$ cat src/ecrt_pkg.sv
// Shared constants, codes and types for the entropy credit reseed trigger.
// No dependencies; every other file of the block imports this package.
`default_nettype none
package ecrt_pkg;

   localparam int NUM_SOURCES = 8;
   localparam int SRC_W       = (NUM_SOURCES > 1) ? $clog2(NUM_SOURCES) : 1;
   localparam int CNT_W       = $clog2(NUM_SOURCES + 1);
   localparam int NUM_POOLS   = 2;

   localparam int ACTION_W    = 2;
   localparam int SOURCE_W    = 4;
   localparam int BITS_W      = 8;
   localparam int FRAC_W      = 10;
   localparam int WHOLE_W     = 16;
   localparam int THRESH_W    = 16;
   localparam int NEED_W      = 5;
   localparam int CSR_IDX_W   = 2;
   localparam int CSR_DATA_W  = 16;

   localparam logic [ACTION_W-1:0] ACT_HARVEST  = 2'd0;
   localparam logic [ACTION_W-1:0] ACT_EVALUATE = 2'd1;
   localparam logic [ACTION_W-1:0] ACT_FORCE    = 2'd2;

   localparam logic [CSR_IDX_W-1:0] CSR_FAST_THRESHOLD = 2'd0;
   localparam logic [CSR_IDX_W-1:0] CSR_SLOW_THRESHOLD = 2'd1;
   localparam logic [CSR_IDX_W-1:0] CSR_SLOW_NEEDED    = 2'd2;

   localparam logic [THRESH_W-1:0] FAST_THRESHOLD_RESET = 16'd100;
   localparam logic [THRESH_W-1:0] SLOW_THRESHOLD_RESET = 16'd160;
   localparam logic [NEED_W-1:0]   SLOW_NEEDED_RESET    = 5'd2;

   typedef struct packed {
      logic [THRESH_W-1:0] fast_threshold;
      logic [THRESH_W-1:0] slow_threshold;
      logic [NEED_W-1:0]   slow_sources_needed;
   } cfg_type;

   typedef struct packed {
      logic load;
      logic exec;
   } cmd_type;

endpackage
`default_nettype wire

$ cat src/ecrt_ifs.sv
// Request and response channel interfaces (valid/ready plus payload).
// Depends on ecrt_pkg for field widths.
`default_nettype none
interface ecrt_req_if import ecrt_pkg::*; ();
   logic                valid;
   logic                ready;
   logic [ACTION_W-1:0] action;
   logic [SOURCE_W-1:0] source_index;
   logic [BITS_W-1:0]   event_bits;
   logic [FRAC_W-1:0]   event_frac;

   modport source (output valid, action, source_index, event_bits, event_frac, input ready);
   modport sink   (input valid, action, source_index, event_bits, event_frac, output ready);
endinterface

interface ecrt_rsp_if;
   logic valid;
   logic ready;
   logic accepted;
   logic pool_used;
   logic reseed_fast;
   logic reseed_slow;
   logic saturated;

   modport source (output valid, accepted, pool_used, reseed_fast, reseed_slow, saturated,
                   input ready);
   modport sink   (input valid, accepted, pool_used, reseed_fast, reseed_slow, saturated,
                   output ready);
endinterface
`default_nettype wire

$ cat src/entropy_credit_reseed_trigger.sv
// Entropy credit reseed trigger: two-pool credit bookkeeping with reseed decisions.
// Usage:
//   req_bus carries one item (action, source_index, event_bits, event_frac) with
//   valid/ready; rsp_bus returns exactly one result per item with valid/ready.
//   csr_we/csr_index/csr_wdata write fast_threshold (0), slow_threshold (1) and
//   slow_sources_needed (2); write only while no item is in flight.
// Timing:
//   An item is taken in its load step and then executed in the execute step,
//   which waits while an earlier result is still held on rsp_bus. The result is
//   registered and shown on rsp_bus after the execute step; a new item is not
//   taken until the previous one has executed. Evaluation compares all counters
//   of both pools in parallel in the execute step, so no further steps are needed.
// Reset:
//   Synchronous reset clears all credit counters, points the next harvest at the
//   fast pool and loads the register defaults 100, 160 and 2.
// Stall:
//   While a result waits on rsp_bus.ready, the next item is still taken but is
//   held in its execute step until the waiting result is taken.
// Depends on ecrt_pkg, ecrt_ifs, ecrt_csr, ecrt_ctrl and ecrt_dp.
`default_nettype none
module entropy_credit_reseed_trigger import ecrt_pkg::*; (
   input  wire logic                  clock,
   input  wire logic                  reset,
   ecrt_req_if.sink                   req_bus,
   ecrt_rsp_if.source                 rsp_bus,
   input  wire logic                  csr_we,
   input  wire logic [CSR_IDX_W-1:0]  csr_index,
   input  wire logic [CSR_DATA_W-1:0] csr_wdata
);
   cfg_type cfg;
   cmd_type cmd;

   ecrt_csr u_csr (
      .clock     (clock),
      .reset     (reset),
      .csr_we    (csr_we),
      .csr_index (csr_index),
      .csr_wdata (csr_wdata),
      .cfg       (cfg)
   );

   ecrt_ctrl u_ctrl (
      .clock     (clock),
      .reset     (reset),
      .req_valid (req_bus.valid),
      .req_ready (req_bus.ready),
      .rsp_valid (rsp_bus.valid),
      .rsp_ready (rsp_bus.ready),
      .cmd       (cmd)
   );

   ecrt_dp u_dp (
      .clock            (clock),
      .reset            (reset),
      .cmd              (cmd),
      .cfg              (cfg),
      .req_action       (req_bus.action),
      .req_source_index (req_bus.source_index),
      .req_event_bits   (req_bus.event_bits),
      .req_event_frac   (req_bus.event_frac),
      .rsp_accepted     (rsp_bus.accepted),
      .rsp_pool_used    (rsp_bus.pool_used),
      .rsp_reseed_fast  (rsp_bus.reseed_fast),
      .rsp_reseed_slow  (rsp_bus.reseed_slow),
      .rsp_saturated    (rsp_bus.saturated)
   );
endmodule
`default_nettype wire

$ cat src/ecrt_csr.sv
// Configuration registers: thresholds and slow-source count.
// Depends on ecrt_pkg.
`default_nettype none
module ecrt_csr import ecrt_pkg::*; (
   input  wire logic                  clock,
   input  wire logic                  reset,
   input  wire logic                  csr_we,
   input  wire logic [CSR_IDX_W-1:0]  csr_index,
   input  wire logic [CSR_DATA_W-1:0] csr_wdata,
   output cfg_type                    cfg
);
   cfg_type cfg_ff;
   cfg_type cfg_in;

   always_comb begin
      cfg_in = cfg_ff;
      if (csr_we) begin
         case (csr_index)
            CSR_FAST_THRESHOLD: cfg_in.fast_threshold      = csr_wdata;
            CSR_SLOW_THRESHOLD: cfg_in.slow_threshold      = csr_wdata;
            CSR_SLOW_NEEDED:    cfg_in.slow_sources_needed = csr_wdata[NEED_W-1:0];
            default:            cfg_in = cfg_ff;
         endcase
      end
   end

   always_ff @(posedge clock) begin
      if (reset) begin
         cfg_ff.fast_threshold      <= FAST_THRESHOLD_RESET;
         cfg_ff.slow_threshold      <= SLOW_THRESHOLD_RESET;
         cfg_ff.slow_sources_needed <= SLOW_NEEDED_RESET;
      end else begin
         cfg_ff <= cfg_in;
      end
   end

   assign cfg = cfg_ff;
endmodule
`default_nettype wire

$ cat src/ecrt_ctrl.sv
// Controller: sequences load and execute of one item and owns the response valid.
// Depends on ecrt_pkg.
`default_nettype none
module ecrt_ctrl import ecrt_pkg::*; (
   input  wire logic clock,
   input  wire logic reset,
   input  wire logic req_valid,
   output logic      req_ready,
   output logic      rsp_valid,
   input  wire logic rsp_ready,
   output cmd_type   cmd
);
   localparam logic ST_IDLE = 1'b0;
   localparam logic ST_EXEC = 1'b1;

   logic state_ff, state_in;
   logic rsp_valid_ff, rsp_valid_in;
   logic fire;

   always_comb begin
      req_ready = (state_ff == ST_IDLE);
      cmd.load  = req_valid && req_ready;
      fire      = !rsp_valid_ff || rsp_ready;
      cmd.exec  = (state_ff == ST_EXEC) && fire;
      state_in  = state_ff;
      case (state_ff)
         ST_IDLE: if (cmd.load) state_in = ST_EXEC;
         ST_EXEC: if (fire) state_in = ST_IDLE;
         default: state_in = ST_IDLE;
      endcase
      if (cmd.exec) begin
         rsp_valid_in = 1'b1;
      end else if (rsp_ready) begin
         rsp_valid_in = 1'b0;
      end else begin
         rsp_valid_in = rsp_valid_ff;
      end
   end

   always_ff @(posedge clock) begin
      if (reset) begin
         state_ff     <= ST_IDLE;
         rsp_valid_ff <= 1'b0;
      end else begin
         state_ff     <= state_in;
         rsp_valid_ff <= rsp_valid_in;
      end
   end

   assign rsp_valid = rsp_valid_ff;
endmodule
`default_nettype wire

$ cat src/ecrt_dp.sv
// Datapath: item register, per-pool credit counters, over-threshold compare and
// result register. Depends on ecrt_pkg.
`default_nettype none
module ecrt_dp import ecrt_pkg::*; (
   input  wire logic                clock,
   input  wire logic                reset,
   input  wire cmd_type             cmd,
   input  wire cfg_type             cfg,
   input  wire logic [ACTION_W-1:0] req_action,
   input  wire logic [SOURCE_W-1:0] req_source_index,
   input  wire logic [BITS_W-1:0]   req_event_bits,
   input  wire logic [FRAC_W-1:0]   req_event_frac,
   output logic                     rsp_accepted,
   output logic                     rsp_pool_used,
   output logic                     rsp_reseed_fast,
   output logic                     rsp_reseed_slow,
   output logic                     rsp_saturated
);
   logic [ACTION_W-1:0] action_ff;
   logic [SOURCE_W-1:0] source_ff;
   logic [BITS_W-1:0]   bits_ff;
   logic [FRAC_W-1:0]   frac_ff;

   logic [WHOLE_W-1:0] whole_ff [NUM_POOLS][NUM_SOURCES];
   logic [FRAC_W-1:0]  fract_ff [NUM_POOLS][NUM_SOURCES];
   logic               next_pool_ff;

   logic accepted_ff, pool_used_ff, reseed_fast_ff, reseed_slow_ff, saturated_ff;

   logic [NUM_SOURCES-1:0] over_fast, over_slow;
   logic [CNT_W-1:0]       slow_cnt;
   logic                   slow_ok;
   logic                   harvest, clear_fast, clear_slow;
   logic [SRC_W-1:0]       idx;
   logic [FRAC_W:0]        fsum;
   logic [WHOLE_W:0]       wsum;
   logic [WHOLE_W-1:0]     wnew;

   always_comb begin
      slow_cnt = '0;
      for (int s = 0; s < NUM_SOURCES; s++) begin
         over_fast[s] = whole_ff[0][s] > cfg.fast_threshold;
         over_slow[s] = whole_ff[1][s] > cfg.slow_threshold;
         slow_cnt     = slow_cnt + CNT_W'(over_slow[s]);
      end
      slow_ok    = NEED_W'(slow_cnt) >= cfg.slow_sources_needed;
      idx        = source_ff[SRC_W-1:0];
      harvest    = (action_ff == ACT_HARVEST) &&
                   ({1'b0, source_ff} < (SOURCE_W+1)'(NUM_SOURCES));
      clear_fast = cmd.exec && ((action_ff == ACT_EVALUATE) || (action_ff == ACT_FORCE));
      clear_slow = cmd.exec && (action_ff == ACT_EVALUATE) && slow_ok;
      fsum       = {1'b0, fract_ff[next_pool_ff][idx]} + {1'b0, frac_ff};
      wsum       = {1'b0, whole_ff[next_pool_ff][idx]} + (WHOLE_W+1)'(bits_ff)
                   + (WHOLE_W+1)'(fsum[FRAC_W]);
      wnew       = wsum[WHOLE_W] ? {WHOLE_W{1'b1}} : wsum[WHOLE_W-1:0];
   end

   always_ff @(posedge clock) begin
      if (cmd.load) begin
         action_ff <= req_action;
         source_ff <= req_source_index;
         bits_ff   <= req_event_bits;
         frac_ff   <= req_event_frac;
      end
   end

   always_ff @(posedge clock) begin
      if (reset) begin
         next_pool_ff <= 1'b0;
         for (int p = 0; p < NUM_POOLS; p++) begin
            for (int s = 0; s < NUM_SOURCES; s++) begin
               whole_ff[p][s] <= '0;
               fract_ff[p][s] <= '0;
            end
         end
      end else begin
         if (cmd.exec && harvest) next_pool_ff <= !next_pool_ff;
         for (int s = 0; s < NUM_SOURCES; s++) begin
            if (cmd.exec && harvest && !next_pool_ff && idx == SRC_W'(s)) begin
               whole_ff[0][s] <= wnew;
               fract_ff[0][s] <= fsum[FRAC_W-1:0];
            end else if (clear_fast && over_fast[s]) begin
               whole_ff[0][s] <= '0;
               fract_ff[0][s] <= '0;
            end
            if (cmd.exec && harvest && next_pool_ff && idx == SRC_W'(s)) begin
               whole_ff[1][s] <= wnew;
               fract_ff[1][s] <= fsum[FRAC_W-1:0];
            end else if (clear_slow && over_slow[s]) begin
               whole_ff[1][s] <= '0;
               fract_ff[1][s] <= '0;
            end
         end
      end
   end

   always_ff @(posedge clock) begin
      if (cmd.exec) begin
         accepted_ff    <= harvest;
         pool_used_ff   <= harvest && next_pool_ff;
         saturated_ff   <= harvest && wsum[WHOLE_W];
         reseed_fast_ff <= (action_ff == ACT_FORCE) ||
                           ((action_ff == ACT_EVALUATE) && (|over_fast));
         reseed_slow_ff <= (action_ff == ACT_EVALUATE) && slow_ok;
      end
   end

   assign rsp_accepted    = accepted_ff;
   assign rsp_pool_used   = pool_used_ff;
   assign rsp_reseed_fast = reseed_fast_ff;
   assign rsp_reseed_slow = reseed_slow_ff;
   assign rsp_saturated   = saturated_ff;
endmodule
`default_nettype wire
$ cat src/flat_wrapper.sv
// flat-port wrapper written by rule: the top's interface ports become plain ports
module entropy_credit_reseed_trigger_flat import ecrt_pkg::*;
  (clock, reset, csr_we, csr_index, csr_wdata, req_bus_valid, req_bus_action, req_bus_source_index, req_bus_event_bits, req_bus_event_frac, req_bus_ready, rsp_bus_valid, rsp_bus_accepted, rsp_bus_pool_used, rsp_bus_reseed_fast, rsp_bus_reseed_slow, rsp_bus_saturated, rsp_bus_ready);
  ecrt_req_if req_bus_i ();
  ecrt_rsp_if rsp_bus_i ();
  input  wire logic clock;
  input  wire logic reset;
  input  wire logic csr_we;
  input  wire logic [CSR_IDX_W-1:0] csr_index;
  input  wire logic [CSR_DATA_W-1:0] csr_wdata;
  input wire logic [$bits(req_bus_i.valid)-1:0] req_bus_valid;
  input wire logic [$bits(req_bus_i.action)-1:0] req_bus_action;
  input wire logic [$bits(req_bus_i.source_index)-1:0] req_bus_source_index;
  input wire logic [$bits(req_bus_i.event_bits)-1:0] req_bus_event_bits;
  input wire logic [$bits(req_bus_i.event_frac)-1:0] req_bus_event_frac;
  output wire logic [$bits(req_bus_i.ready)-1:0] req_bus_ready;
  output wire logic [$bits(rsp_bus_i.valid)-1:0] rsp_bus_valid;
  output wire logic [$bits(rsp_bus_i.accepted)-1:0] rsp_bus_accepted;
  output wire logic [$bits(rsp_bus_i.pool_used)-1:0] rsp_bus_pool_used;
  output wire logic [$bits(rsp_bus_i.reseed_fast)-1:0] rsp_bus_reseed_fast;
  output wire logic [$bits(rsp_bus_i.reseed_slow)-1:0] rsp_bus_reseed_slow;
  output wire logic [$bits(rsp_bus_i.saturated)-1:0] rsp_bus_saturated;
  input wire logic [$bits(rsp_bus_i.ready)-1:0] rsp_bus_ready;
  assign req_bus_i.valid = req_bus_valid;
  assign req_bus_i.action = req_bus_action;
  assign req_bus_i.source_index = req_bus_source_index;
  assign req_bus_i.event_bits = req_bus_event_bits;
  assign req_bus_i.event_frac = req_bus_event_frac;
  assign req_bus_ready = req_bus_i.ready;
  assign rsp_bus_valid = rsp_bus_i.valid;
  assign rsp_bus_accepted = rsp_bus_i.accepted;
  assign rsp_bus_pool_used = rsp_bus_i.pool_used;
  assign rsp_bus_reseed_fast = rsp_bus_i.reseed_fast;
  assign rsp_bus_reseed_slow = rsp_bus_i.reseed_slow;
  assign rsp_bus_saturated = rsp_bus_i.saturated;
  assign rsp_bus_i.ready = rsp_bus_ready;
  entropy_credit_reseed_trigger u_core (.clock(clock), .reset(reset), .req_bus(req_bus_i), .rsp_bus(rsp_bus_i), .csr_we(csr_we), .csr_index(csr_index), .csr_wdata(csr_wdata));
endmodule
$ cat config.mk
export PLATFORM = sky130hd
export DESIGN_NAME = entropy_credit_reseed_trigger_flat
export DESIGN_NICKNAME = d
export VERILOG_FILES = /design/src/ecrt_pkg.sv /design/src/ecrt_ifs.sv /design/src/entropy_credit_reseed_trigger.sv /design/src/ecrt_csr.sv /design/src/ecrt_ctrl.sv /design/src/ecrt_dp.sv /design/src/flat_wrapper.sv
export SDC_FILE = /design/constraint.sdc
export NUM_CORES = 1
export LEC_CHECK = 0
export BUFFER_PORTS_ARGS = -buffer_cell sky130_fd_sc_hd__buf_2
export CAP_MARGIN = 25
export CELL_PAD_IN_SITES_DETAIL_PLACEMENT = 0
export CELL_PAD_IN_SITES_GLOBAL_PLACEMENT = 2
export CORE_ASPECT_RATIO = 1.5
export CORE_MARGIN = 3
export CORE_UTILIZATION = 46
export CTS_CLUSTER_DIAMETER = 60
export DETAILED_ROUTE_END_ITERATION = 6
export HOLD_SLACK_MARGIN = 0.15
export PLACE_DENSITY_LB_ADDON = 0.12
export SLEW_MARGIN = 25
export SYNTH_ARGS = -nofsm -noshare
export SYNTH_HDL_FRONTEND = slang
export SYNTH_SLANG_ARGS = --single-unit
$ cat constraint.sdc
create_clock -name clock -period 21.4 [get_ports clock]
set_clock_uncertainty 0.1 [all_clocks]
set_input_delay 4.28 -clock clock [delete_from_list [all_inputs] [get_ports clock]]
set_output_delay 4.28 -clock clock [all_outputs]
set_load 0.02 [all_outputs]
# Word level (Yosys, flattened, before mapping)
# Memories as Yosys holds them, arrays and structs flattened. A register that Yosys moved wholly into a read port is not among the register bits.
# Index checks and enable logic that the tools add are counted.
# word_totals
reg_bits,69
latch_bits,0
ramBits,416
mem_bits_ro,0
input_bits,47
output_inout_bits,7
word_cells,375
n_memories,2
# op_classes
addsub,10
multipliers,0
div,0
order_cmp,19
eq_ne,11
shift,0
mux,194
n_bitwise,66
reduce_logical,58
# mem_list
memory,depth,width,read_ports,rd_ports_with_merged_regs,wr,line,source
u_core.u_dp.whole_ff,2,128,3,1,2,ecrt_dp.sv:24,logic [WHOLE_W-1:0] whole_ff [NUM_POOLS][NUM_SOURCES];
u_core.u_dp.fract_ff,2,80,1,1,2,ecrt_dp.sv:25,logic [FRAC_W-1:0] fract_ff [NUM_POOLS][NUM_SOURCES];
# ops
op,count
2-to-1 mux 16 bit,35
2-to-1 mux 10 bit,34
> comparator 16 bit,16
2-to-1 mux 1 bit,122
OR 1 bit,64
binary-select mux 16 bit (select 3 bit),1
logical AND 1 bit,45
binary-select mux 10 bit (select 3 bit),1
adder 16 x 8 -> 17 bit,1
adder 17 x 1 -> 17 bit,1
adder 4 x 1 -> 4 bit,4
== test 3 bit (second input constant),4
adder 10 x 10 -> 11 bit,1
OR reduction 8 bit,1
== test 3 x 2 -> 1 bit (second input constant),2
AND reduction 2 bit,3
>= comparator 4 x 5 -> 1 bit,1
adder 3 x 1 -> 4 bit,1
== test 2 x 1 -> 1 bit (second input constant),2
== test 2 bit (second input constant),2
>= comparator 4 bit (second input constant),1
zero test 2 bit,2
less-than comparator 4 bit (second input constant),1
inverter 3 -> 4 bit,1
other kinds (9),12

# Depth between registers and ports, before layout
# An unclocked memory read counts as a cell.
# depth
ltp_word,17
depth_mapped,29
depth_no_buf,25

# By module
# Synthesis repeated with hierarchy kept, for this count alone.
# hier_totals
hier_cells,2665
area_unflattened_um2,26917.1
# by_module_without_submodules
mod,instances,cells_each,area_per_inst_um2,seq_area_each_um2
ecrt_dp,1,2509,25298.0,9759.4
ecrt_csr,1,146,1524.0,740.7
ecrt_ctrl,1,10,95.1,40.0

# Worst setup path before layout
# Ideal clock, no wire load.
# synth_timing
path_kind,input to register
start,in rsp_bus_ready
end,"mem u_core.u_dp.fract_ff[1][70] (netlist name), enable pin"
setup_ns,0.422
arrival_ns,6.549
t_required_ns,20.878
path_slack_ns,14.329
cell_stages,6
n_path_buf,1
path_cell_list,nand2b_1 and3_1 ha_1 clkbuf_1 nand2_1 o221ai_1
# synth_rtl
item,line,source
"start, declared",flat_wrapper.sv:23,input wire logic [$bits(rsp_bus_i.ready)-1:0] rsp_bus_ready;
"end, declared",ecrt_dp.sv:25,

==> results_dict.tcl <==
set metrics [dict create \
    status "completed" \
    area_delta_synth_final_pct 10.25 \
    cp.required_ns 21.43 \
    rows 107 \
    numPortBuffers 53 \
    cts_buffer_depth 3 \
    ant_nets 0 \
    cts_setup_buffers 0 \
    min_path_type "reg -> reg" \
    grt_start_max_net_pins 82 \
    drv_slew 0 \
    cp_num_buf_inv 6 \
    hold_depth 2 \
    cp_max_fo 26 \
    ctsHoldBuffers 0 \
    layout_min_cycle_time_ns 8.227 \
    grt_pass1_vias 21419 \
    fin_tns_setup_ns 0 \
    io_pins 54 \
    power_density_nw_per_um2 70.48 \
    cp_slowest_stage_delay_ns 0.70 \
    die_h_um 301.0 \
    insertion_delay_ns 0.62 \
    grt_pass1_wl_um 150200 \
    drc 0 \
    ys.flop_type "dfxtp_1" \
    avgSynthCellArea_um2 10.28 \
    num_vias 21895 \
    critPathArrivalTime_ns 8.26 \
    coreArea_um2 57170 \
    synth-async-reset-ratio_pct 0 \
    syn_nets 2935 \
    cts_tree "done" \
    die-width_um 202.7 \
    hold_viol 0 \
    drtIter0Drc 1909 \
    critPathKind "reg -> reg" \
    crit_slowest_cell "a2111o_1" \
    cts_resized 0 \
    synthCells 2596 \
    setup_viol 0 \
    via_per_inst 6.438 \
    overflow 0 \
    fp.dieArea_um2 61020 \
    fin_util_pct 51.49 \
    crit_cells 25 \
    h-tree-depth 2 \
    wl_um 105000 \
    ff_latch_area_um2 10540 \
    worst_pin_slew_ns 1.119 \
    startpoint_type "flip-flop" \
    relSlewSlack_pct 25.17 \
    start_util_pct 46.70 \
    max-cap-violations 0 \
    multi_input_area_um2 15280 \
    synth_area_um2 26700 \
    antenna_found_initial 1 \
    final_nets 2933 \
    clock-sinks 486 \
    track_usage_pct 33.90 \
    clk_pin_slew_ns 0.06 \
    firstDrtPassIters 5 \
    ys_ff_latch 486 \
    rsz0062_at_grt "no" \
    cts_buffers 52 \
    layout-drive-gt1-share_pct 13.92 \
    dp_hpwl_um 76680 \
    yosysSeqAreaShare_pct 39.48 \
    period_share_pct 38.44 \
    worst-r2r-cell-count 25 \
    p_leak_nw 11.59 \
    root_buffer "clkbuf_16" \
    post_drt_wl_per_cell_um 30.86 \
    synth_cell_types 87 \
    fill_cells 5333 \
    fmax_mhz 121.6 \
    synth_edf_count 81 \
    critPathCaptureType "flip-flop" \
    worst_path_most_repeated_cell "inv_1" \
    yosysWarnings 0 \
    crit_family "adder cells" \
    gp_congestion 0.9566 \
    ir_drop_v 0.00005752 \
]
power breakdown:
group          switching, mW  internal, mW  total [mW]
clock                  0.399         0.518       0.918
sequential           0.00912         0.941       0.951
combinational          0.144        0.0621       0.206
total                  0.553          1.52        2.07
routing by layer:
metal	track usage (%)	part of all wire [%]	vias up
li1	-	-	9783
met1	40.78	38	10865
met2	57.47	48	977
met3	4.510	6.6	270
met4	21.12	7.8	0
met5	0	0	-
state kept, by name, summed over array words and instances (netlist names), named ones only:
register                     flops
u_core.u_dp.whole_ff           256
u_core.u_dp.fract_ff           160
u_core.u_csr.cfg                37
u_core.u_dp.frac_ff             10
u_core.u_dp.bits_ff              8
u_core.u_dp.source_ff            4
u_core.u_dp.action_ff            2
u_core.u_ctrl.rsp_valid          1
u_core.u_ctrl.state_ff           1
u_core.u_dp.next_pool_ff         1
u_core.u_dp.rsp_accepted         1
u_core.u_dp.rsp_pool_used        1
u_core.u_dp.rsp_reseed_fast      1
u_core.u_dp.rsp_reseed_slow      1
u_core.u_dp.rsp_saturated        1
layout make-up:
type                       instances  share of cell area, %
multi-input combinational       1871                  51.92
timing repair buffer             102                  2.194
tap                              763                  3.244
clock inverter                    22                 0.6504
inverter                          81                  1.033
sequential                       486                  35.81
antenna                            1               0.008502
clock buffer                      75                  5.139
cells in the mapped netlist (30+ instances only):
master / number / area [um2]
mux4_2: 113 / 2545
dfxtp_1: 405 / 8108
clkbuf_1: 98 / 367.9
a21o_1: 37 / 277.8
a22oi_1: 87 / 653.1
a21oi_1: 156 / 780.8
a22o_1: 92 / 805.8
ha_1: 285 / 3566
a211oi_1: 78 / 585.6
nor2b_1: 57 / 356.6
o21ai_0: 41 / 205.2
o2bb2ai_1: 63 / 551.8
edfxtp_1: 81 / 2432
o21a_1: 30 / 225.2
inv_1: 80 / 300.3
nor3_1: 38 / 190.2
nand2_1: 227 / 852.1
nand4_1: 37 / 231.5
nor2_1: 267 / 1002
path summary, 6_finish.rpt:
path | start | end | slack [ns]
min | u_core.u_dp.fract_ff[0][7]$_SDFFE_PP0P_ | u_core.u_dp.fract_ff[0][7]$_SDFFE_PP0P_ | 0.35
max reg2reg | u_core.u_csr.cfg[10]$_SDFFE_PP1P_ | u_core.u_dp.fract_ff[0][70]$_SDFFCE_PN0P_ | 13.17
max | u_core.u_csr.cfg[10]$_SDFFE_PP1P_ | u_core.u_dp.fract_ff[0][70]$_SDFFCE_PN0P_ | 13.17
min reg2reg | u_core.u_dp.fract_ff[0][7]$_SDFFE_PP0P_ | u_core.u_dp.fract_ff[0][7]$_SDFFE_PP0P_ | 0.35
layout by cell type, fill, tap and decap left out, types with 8 or more instances in the layout:
cell type / n
a21o_1: 37
nand3_1: 24
edfxtp_1: 81
nor2b_1: 51
a211oi_1: 78
a22o_1: 92
nor2_1: 260
a221o_1: 11
and2_1: 20
and4_1: 9
a22oi_1: 87
mux4_2: 113
buf_2: 53
o2bb2ai_1: 63
buf_4: 48
clkinv_2: 10
o21ai_0: 41
dfxtp_1: 404
and3_1: 15
xnor2_1: 12
a21oi_1: 153
mux2i_1: 17
nand2_1: 227
clkbuf_16: 56
nor3_1: 34
o211ai_1: 16
ha_1: 285
nand4_1: 37
clkbuf_1: 15
o21a_1: 30
a31o_2: 8
inv_1: 80
kinds of logic after synthesis:
logic type	Yosys count	share of synthesized area (%)
simple gates	743	12.91
compound gates	677	18.34
flops	486	39.48
fa+ha+maj	292	13.88
buf+inv	239	3.918
mux	138	10.78
xor+xnor	21	0.6890
worst min-delay path, cell delays in order (launching register included):
cell,delay [ns]
dfxtp_1,0.30
nand2_1,0.05
a21oi_1,0.05
through the flow:
step / setup WS [ns] / power (mW) / hold slack [ns] / cells / cell area [um2]
2_1_floorplan: 14.33 / 1.093 / 0.3331 / 2596 / 26700
3_3_place_gp: 13.05 / 1.171 / 0.3396 / 3303 / 27660
3_5_place_dp: 13.28 / 1.175 / 0.3447 / 3303 / 27720
4_1_cts: 13.18 / 2.088 / 0.3531 / 3400 / 29430
5_1_grt: 12.84 / 2.138 / 0.3725 / 3400 / 29430
6_report: 13.17 / 2.075 / 0.3519 / 3401 / 29430
Power figures use the tool's default switching activity.
